--- config.mk ---
export PLATFORM = sky130hd
export DESIGN_NAME = led_strip_spark_mover
export DESIGN_NICKNAME = d
export VERILOG_FILES = /design/src/hw/rtl/lssm_pkg.sv /design/src/hw/rtl/lssm_ram.sv /design/src/hw/rtl/lssm_update.sv /design/src/hw/rtl/lssm_skid.sv /design/src/hw/rtl/led_strip_spark_mover.sv
export SDC_FILE = /design/constraint.sdc
export NUM_CORES = 2
export LEC_CHECK = 0
export ABC_AREA = 1
export CAP_MARGIN = 10
export CORE_ASPECT_RATIO = 0.9
export CORE_UTILIZATION = 30
export DETAILED_ROUTE_END_ITERATION = 12
export DONT_BUFFER_PORTS = 1
export HOLD_SLACK_MARGIN = 0.03
export PLACE_DENSITY_LB_ADDON = 0.2
export SLEW_MARGIN = 5
export SYNTH_ARGS = -nofsm -noshare
export SYNTH_HDL_FRONTEND = slang
export SYNTH_SLANG_ARGS = --single-unit
--- constraint.sdc ---
create_clock -name aclk -period 8.4 [get_ports aclk]
set_input_delay 0.84 -clock aclk [delete_from_list [all_inputs] [get_ports aclk]]
set_output_delay 0.84 -clock aclk [all_outputs]
set_load 0.01 [all_outputs]
--- src/hw/rtl/lssm_pkg.sv ---
// types, constants and helpers of the led strip spark mover
// depends on nothing
package lssm_pkg;

    localparam int SPARKS     = 50;
    localparam int MAX_LEDS   = 1024;
    localparam int SLOT_W     = (SPARKS > 1) ? $clog2(SPARKS) : 1;
    localparam int SLOT_OUT_W = 6;
    localparam int POS_W      = 10;
    localparam int LEN_W      = 11;
    localparam int COL_W      = 8;
    localparam int CNT_W      = 2;
    localparam int CFG_ADDR_W = 1;
    localparam int S_DATA_W   = 40;
    localparam int M_DATA_W   = 40;

    localparam logic [CNT_W-1:0] RECOLOUR_BOUNCES    = 2'd3;
    localparam logic [LEN_W-1:0] RESET_STRIP_LENGTH  = 11'd300;

    localparam logic [CFG_ADDR_W-1:0] REG_STRIP_LENGTH = 1'd0;
    localparam logic [CFG_ADDR_W-1:0] REG_BOUNCE_MODE  = 1'd1;

    typedef struct packed {
        logic [COL_W-1:0] red;
        logic [COL_W-1:0] green;
        logic [COL_W-1:0] blue;
    } colour_t;

    // input item, lowest field in the lowest bits
    typedef struct packed {
        logic [4:0]       pad;
        logic [POS_W-1:0] new_position;
        logic             new_direction;
        logic [COL_W-1:0] new_blue;
        logic [COL_W-1:0] new_green;
        logic [COL_W-1:0] new_red;
    } in_item_t;

    typedef struct packed {
        logic [COL_W-1:0]      pixel_blue;
        logic [COL_W-1:0]      pixel_green;
        logic [COL_W-1:0]      pixel_red;
        logic [POS_W-1:0]      pixel_index;
        logic [SLOT_OUT_W-1:0] spark_slot;
    } out_data_t;

    typedef struct packed {
        logic      end_of_frame;
        out_data_t data;
    } result_t;

    typedef struct packed {
        logic [POS_W-1:0] position;
        logic             heading;
        colour_t          colour;
        logic [CNT_W-1:0] bounce_count;
    } spark_state_t;

    localparam int STATE_W = $bits(spark_state_t);

    // highest usable pixel for a strip length register value
    function automatic logic [POS_W-1:0] last_pixel(input logic [LEN_W-1:0] len);
        logic [LEN_W-1:0] dec;
        dec = len - 1'b1;
        if (len == '0) begin
            return '0;
        end else if (int'(len) > MAX_LEDS) begin
            return POS_W'(MAX_LEDS - 1);
        end else begin
            return dec[POS_W-1:0];
        end
    endfunction

endpackage

--- src/hw/rtl/lssm_ram.sv ---
// generic single write port ram with registered read
// depends on nothing
module lssm_ram #(
    parameter int WIDTH = 8,
    parameter int DEPTH = 16
) (
    input  logic                                     aclk,
    input  logic                                     wr_en,
    input  logic [((DEPTH > 1) ? $clog2(DEPTH) : 1)-1:0] wr_addr,
    input  logic [WIDTH-1:0]                         wr_data,
    input  logic [((DEPTH > 1) ? $clog2(DEPTH) : 1)-1:0] rd_addr,
    output logic [WIDTH-1:0]                         rd_data
);

    logic [WIDTH-1:0] mem [DEPTH];

    always_ff @(posedge aclk) begin
        if (wr_en) begin
            mem[wr_addr] <= wr_data;
        end
        rd_data <= mem[rd_addr];
    end

endmodule

--- src/hw/rtl/lssm_update.sv ---
// one step of a spark: spawn, draw position and move or respawn or bounce
// depends on lssm_pkg
module lssm_update
    import lssm_pkg::*;
(
    input  in_item_t         in_item,
    input  spark_state_t     cur_state,
    input  logic             spawned,
    input  logic [POS_W-1:0] len_max,
    input  logic             bounce_mode,
    output logic [POS_W-1:0] pixel,
    output colour_t          colour,
    output spark_state_t     new_state
);

    logic [POS_W-1:0] pos_in;
    colour_t          colour_in;
    spark_state_t     st;
    logic             leaving;
    logic [CNT_W-1:0] cnt_inc;

    always_comb begin
        pos_in = (in_item.new_position > len_max) ? len_max : in_item.new_position;
        colour_in.red   = in_item.new_red;
        colour_in.green = in_item.new_green;
        colour_in.blue  = in_item.new_blue;

        if (spawned) begin
            st = cur_state;
        end else begin
            st.position     = pos_in;
            st.heading      = in_item.new_direction;
            st.colour       = colour_in;
            st.bounce_count = '0;
        end

        pixel  = (st.position > len_max) ? len_max : st.position;
        colour = st.colour;

        leaving = st.heading ? (pixel == '0) : (pixel == len_max);
        cnt_inc = st.bounce_count + 1'b1;

        new_state = st;
        if (!leaving) begin
            new_state.position = st.heading ? pixel - 1'b1 : pixel + 1'b1;
        end else if (!bounce_mode) begin
            new_state.position = pos_in;
            new_state.heading  = in_item.new_direction;
            new_state.colour   = colour_in;
        end else begin
            new_state.position = pixel;
            new_state.heading  = ~st.heading;
            if (cnt_inc == RECOLOUR_BOUNCES) begin
                new_state.colour       = colour_in;
                new_state.bounce_count = '0;
            end else begin
                new_state.bounce_count = cnt_inc;
            end
        end
    end

endmodule

--- src/hw/rtl/lssm_skid.sv ---
// output register with skid stage for result items
// depends on lssm_pkg
module lssm_skid
    import lssm_pkg::*;
(
    input  logic    aclk,
    input  logic    aresetn,
    input  logic    in_valid,
    output logic    in_ready,
    input  result_t in_item,
    output logic    out_valid,
    input  logic    out_ready,
    output result_t out_item
);

    logic    out_valid_reg;
    logic    skid_valid_reg;
    result_t out_item_reg;
    result_t skid_item_reg;
    logic    in_fire;

    assign in_ready  = ~skid_valid_reg;
    assign in_fire   = in_valid & in_ready;
    assign out_valid = out_valid_reg;
    assign out_item  = out_item_reg;

    always_ff @(posedge aclk) begin
        if (!aresetn) begin
            out_valid_reg  <= 1'b0;
            skid_valid_reg <= 1'b0;
        end else if (!out_valid_reg || out_ready) begin
            out_valid_reg  <= skid_valid_reg | in_fire;
            skid_valid_reg <= 1'b0;
        end else if (in_fire) begin
            skid_valid_reg <= 1'b1;
        end
    end

    always_ff @(posedge aclk) begin
        if (!out_valid_reg || out_ready) begin
            out_item_reg <= skid_valid_reg ? skid_item_reg : in_item;
        end else if (in_fire) begin
            skid_item_reg <= in_item;
        end
    end

endmodule

--- src/hw/rtl/led_strip_spark_mover.sv ---
// top level of the led strip spark mover
// depends on lssm_pkg, lssm_ram, lssm_update and lssm_skid

// Takes one item per cycle while the output stage has room, giving one result
// per item, registered in the cycle after the item is taken when the output is
// free. Items serve the sparks in round-robin order, slot 0 first after reset.
// The spark state sits in a ram read ahead at the slot of the coming item; a
// spawned flag per spark is cleared by reset. A two-deep output stage keeps the
// input open for one more item while a result waits. Write strip_length and
// bounce_mode only when no result is outstanding.
module led_strip_spark_mover
    import lssm_pkg::*;
(
    input  logic                  aclk,
    input  logic                  aresetn,
    // new_red, new_green, new_blue, new_direction, new_position, zero pad
    input  logic [S_DATA_W-1:0]   s_tdata,
    input  logic                  s_tvalid,
    output logic                  s_tready,
    // spark_slot, pixel_index, pixel_red, pixel_green, pixel_blue
    output logic [M_DATA_W-1:0]   m_tdata,
    output logic                  m_tlast,
    output logic                  m_tvalid,
    input  logic                  m_tready,
    input  logic                  cfg_wr_en,
    input  logic [CFG_ADDR_W-1:0] cfg_addr,
    input  logic [LEN_W-1:0]      cfg_wr_data
);

    logic [SLOT_W-1:0] slot_reg;
    logic [SLOT_W-1:0] slot_next;
    logic [SPARKS-1:0] spawned_reg;
    logic [POS_W-1:0]  len_max_reg;
    logic              bounce_reg;
    logic              fwd_hit_reg;
    spark_state_t      fwd_data_reg;

    logic              accept;
    logic              skid_ready;
    logic [SLOT_W-1:0] rd_addr;
    logic [STATE_W-1:0] ram_rd_data;
    spark_state_t      cur_state;
    spark_state_t      new_state;
    in_item_t          in_item;
    logic [POS_W-1:0]  pixel;
    colour_t           colour;
    result_t           result;
    result_t           out_item;
    logic              last_slot;

    assign s_tready  = skid_ready & aresetn;
    assign accept    = s_tvalid & s_tready;
    assign in_item   = in_item_t'(s_tdata);
    assign last_slot = (slot_reg == SLOT_W'(SPARKS - 1));
    assign slot_next = last_slot ? '0 : slot_reg + 1'b1;
    assign rd_addr   = accept ? slot_next : slot_reg;
    assign cur_state = fwd_hit_reg ? fwd_data_reg : spark_state_t'(ram_rd_data);

    lssm_ram #(
        .WIDTH (STATE_W),
        .DEPTH (SPARKS)
    ) u_state_ram (
        .aclk    (aclk),
        .wr_en   (accept),
        .wr_addr (slot_reg),
        .wr_data (new_state),
        .rd_addr (rd_addr),
        .rd_data (ram_rd_data)
    );

    lssm_update u_update (
        .in_item     (in_item),
        .cur_state   (cur_state),
        .spawned     (spawned_reg[slot_reg]),
        .len_max     (len_max_reg),
        .bounce_mode (bounce_reg),
        .pixel       (pixel),
        .colour      (colour),
        .new_state   (new_state)
    );

    always_comb begin
        result.end_of_frame     = last_slot;
        result.data.spark_slot  = SLOT_OUT_W'(slot_reg);
        result.data.pixel_index = pixel;
        result.data.pixel_red   = colour.red;
        result.data.pixel_green = colour.green;
        result.data.pixel_blue  = colour.blue;
    end

    lssm_skid u_skid (
        .aclk      (aclk),
        .aresetn   (aresetn),
        .in_valid  (accept),
        .in_ready  (skid_ready),
        .in_item   (result),
        .out_valid (m_tvalid),
        .out_ready (m_tready),
        .out_item  (out_item)
    );

    assign m_tdata = out_item.data;
    assign m_tlast = out_item.end_of_frame;

    always_ff @(posedge aclk) begin
        if (!aresetn) begin
            slot_reg    <= '0;
            spawned_reg <= '0;
            fwd_hit_reg <= 1'b0;
        end else begin
            fwd_hit_reg <= accept & (rd_addr == slot_reg);
            if (accept) begin
                slot_reg              <= slot_next;
                spawned_reg[slot_reg] <= 1'b1;
            end
        end
    end

    // same-slot read after write when only one spark exists
    always_ff @(posedge aclk) begin
        fwd_data_reg <= new_state;
    end

    always_ff @(posedge aclk) begin
        if (!aresetn) begin
            len_max_reg <= last_pixel(RESET_STRIP_LENGTH);
            bounce_reg  <= 1'b0;
        end else if (cfg_wr_en) begin
            unique case (cfg_addr)
                REG_STRIP_LENGTH: len_max_reg <= last_pixel(cfg_wr_data);
                REG_BOUNCE_MODE:  bounce_reg  <= cfg_wr_data[0];
                default: ;
            endcase
        end
    end

endmodule

==> impl_results.md <==
* RSZ-0062 raised after global routing: no
* CP dominant cell by count: nand2_1
* Max FFs per register at approximately 1.9k
* Sequential-to-total area share from yosys stat at 72.8%
* Final setup fails at 0
* Setup crit start kind: register
* CTS resizes at 0
* Final hold violations at 0
* Worst-path cell with the longest stage delay: nand2_2
* Total power at 25800 uW
* Final period util at 85.8%
* Hold path start: aresetn
* Result of the run: completed
* Vias per inst at 5.24
* Worst-path maximum fanout at 51
* Largest net degree at the start of global routing at 194
* Die footprint at 281000 um2
* GRT Total Usage at 19.8%
* Family with the most delay on the worst path: simple AND/OR/NAND/NOR gates
* Residual DRC count at 0
* Reg clk slew, reported paths at ~0.07 ns
* Root buf cell: clkbuf_16
* DRT Wirelength at 284 mm
* Setup bufs post-CTS at 0
* Vert. Die Dim at 503 um
* Area of the mapped netlist at 83600 um2
* Worst reg2reg startpoint: slot_reg[1]$_SDFF_PN0_
* Std-Cell Core Area at 277000 um2
* Htree depth at 4
* I/O pin count at 100
* Setup_tns at 0 ns
* Final GP Congestion at 0.830
* Grt total ovfl at 0
* Die Span X at 559 um
* Initial DRT Pass Iterations at 6
* Clock Path Buffers at 4
* Power per cell area at 270 nW/um2
* Area grow syn2layout at 14.0%
* Synthesized net count at approximately 7.0k
* First-pass GRT wire length at 398 mm
* Yosys warns at 0
* Critical path class: register to register
* Primary FF master, synth: edfxtp_1
* Async SR Flop Fraction at 0%
* Fmax at 139 MHz
* Cells after DPL at roughly 10k
* Setup Skew at 0.0567 ns
* Cell leakage power at 0.0314 uW
* HP Class: input pin to register
* Antenna violations before repair at 9
* DP Wirelength at between 100 and 150 mm
* Worst EP required at 8.90 ns
* Vias in the first global route at 52.3k
* Flops & latches, synth at 2076
* Wire per inst at around 27 um
* Num rows at ~180
* Mapped Cells at 6872
* Nets at ~6.9k
* Slew Viols, Final at 0
* Crit-path max cell delay at 0.73 ns
* Slew HR at 15.7%
* Worst IR Drop VDD at 251 uV
* Number of synthesized flops with an enable pin at 1932
* Drt first-iter violations at about 5.8k
* Buf+Inv Stages, Crit Path at 5
* Non-filler cells, final at 10.7k
* Tmin final at 7.20 ns
* Crit path arrival time at 7.71 ns
* Share of cells above drive strength 1 at under 10%
* TritonCTS clock tree: yes
* Hold-fix buffers, CTS at 0
* Initial Utilization at 30.2%
* Fillers at 27.0k
* Final Hold Slack at 0.0926 ns
* Crit path from: slot_reg[1]$_SDFF_PN0_
* Netlist cell types at 46
* Least-Margin Pin Slew at 1.26 ns
* Worst-Skew Late Latency at 0.89 ns
* Max-Cap Viols at 0
* Syn avg cell area at about 12 um2
* Worst setup EP type: register
* Detail Route Antenna Nets at 0
* CTS Buf Count at around 220
* I/O Buffers at 0
* DR vias at 56.0k
* Clock Sinks at 2076
[routing by layer]
layer	wire [um]	up-vias	part of all wire, %	GRT usage, %
li1	-	24900	-	-
met3	19300	395	6.8	3.19
met4	6890	10	2.4	4.80
met5	64	-	0.023	0
met2	126000	2021	44	30.3
met1	132000	28700	46	29.0
[cell families after synthesis]
family | count (synthesis) | share of synthesized area, %
xor+xnor | 7 | 0.0733
mux | 34 | 0.422
fa+ha+maj | 28 | 0.419
simple gates | 2779 | 13.1
flops | 2076 | 72.8
compound gates | 1317 | 10.3
buf+inv | 630 | 2.95
other cells | 1 | 0.00448
[where the power goes]
part | switching [uW] | internal, uW | leakage [uW]
combinational | 2740 | 739 | 0.00932
clock | 4030 | 5380 | 0.00332
sequential | 103 | 12800 | 0.0187
[path summary, 6_finish.rpt]
kind	to	slack, ns	depth (start not counted)
worst max-delay path	u_state_ram.mem[44][29]$_DFFE_PP_	1.20	28
worst min-delay path	bounce_reg$_SDFFE_PN0P_	0.09	2
worst max register to register	u_state_ram.mem[44][29]$_DFFE_PP_	1.20	28
worst min register to register	spawned_reg[35]$_SDFFE_PN0P_	0.48	2
[through the flow]
stage | instance area [um2] | setup slack, ns | utilization [%]
4_1_cts | 95300 | 1.20 | 34.4
5_1_grt | 95400 | 0.504 | 34.4
3_5_place_dp | 88600 | 1.16 | 32.0
2_1_floorplan | 83600 | 1.63 | -
3_3_place_gp | 88600 | 1.12 | 32.0
6_report | 95400 | 1.20 | 34.5
[cell usage in the layout (no fill, tap or decap), types with 5 or more instances in the layout]
cell,synthesis,routed
edfxtp_1,1932,1932
nor2_1,1789,1737
nand2_1,639,638
o21ai_0,639,630
nand3_1,316,315
o311ai_0,251,251
clkbuf_16,0,218
inv_1,159,158
buf_4,1,153
o32ai_1,147,147
dfxtp_1,144,141
o211ai_1,137,137
clkbuf_1,375,61
nor2_4,2,54
o22ai_1,52,52
a21oi_1,48,48
clkinv_2,0,38
clkinv_1,2,32
ha_1,28,28
buf_12,0,25
o21ai_1,18,24
mux2i_1,24,24
clkbuf_8,0,19
bufinv_16,0,15
nand4_1,13,13
mux2_2,10,10
inv_2,12,9
diode_2,0,7
nor3_1,8,7
o311ai_1,7,7
nand3b_1,5,5
[synth_stat cells (3+ instances only)]
master,instances,area (um2)
xor2_1,4,35.0
nor2_1,1789,6720
inv_2,12,45.0
edfxtp_1,1932,58000
o21ai_0,639,3200
mux2i_1,24,240
buf_1,24,90.1
clkbuf_1,375,1410
buf_2,53,265
o311ai_1,7,61.3
o21bai_1,3,22.5
nand3_1,316,1580
xnor2_1,3,26.3
o22ai_1,52,325
nand2_1,639,2400
nor3_1,8,40.0
o32ai_1,147,1290
mux2_2,10,113
o21ai_1,18,90.1
o21a_1,3,22.5
inv_1,159,597
a21oi_1,48,240
o21ai_2,4,35.0
dfxtp_1,144,2880
o311ai_0,251,2200
ha_1,28,350
nand3b_1,5,37.5
nand4_1,13,81.3
o211ai_1,137,1030
buf_6,4,45.0
[area by class of cell]
class | instances | area [um2] | area share, %
timing repair buffer | 178 | 1650 | 1.73
clock buffer | 298 | 5950 | 6.23
clock inverter | 91 | 821 | 0.861
tap | 3700 | 4630 | 4.85
sequential | 2076 | 60900 | 63.9
inverter | 173 | 673 | 0.706
multi-input combinational | 4166 | 20700 | 21.7
antenna | 7 | 17.5 | 0.0184
[worst reg2reg max path: cells and delay by family (launching register included)]
kind            cells  cell delay, ns
flops               1            0.72
compound gates      2            0.21
fa+ha+maj           1            0.33
simple gates       20            3.86
buf+inv             5            1.62
Power figures use the tool's default switching activity.
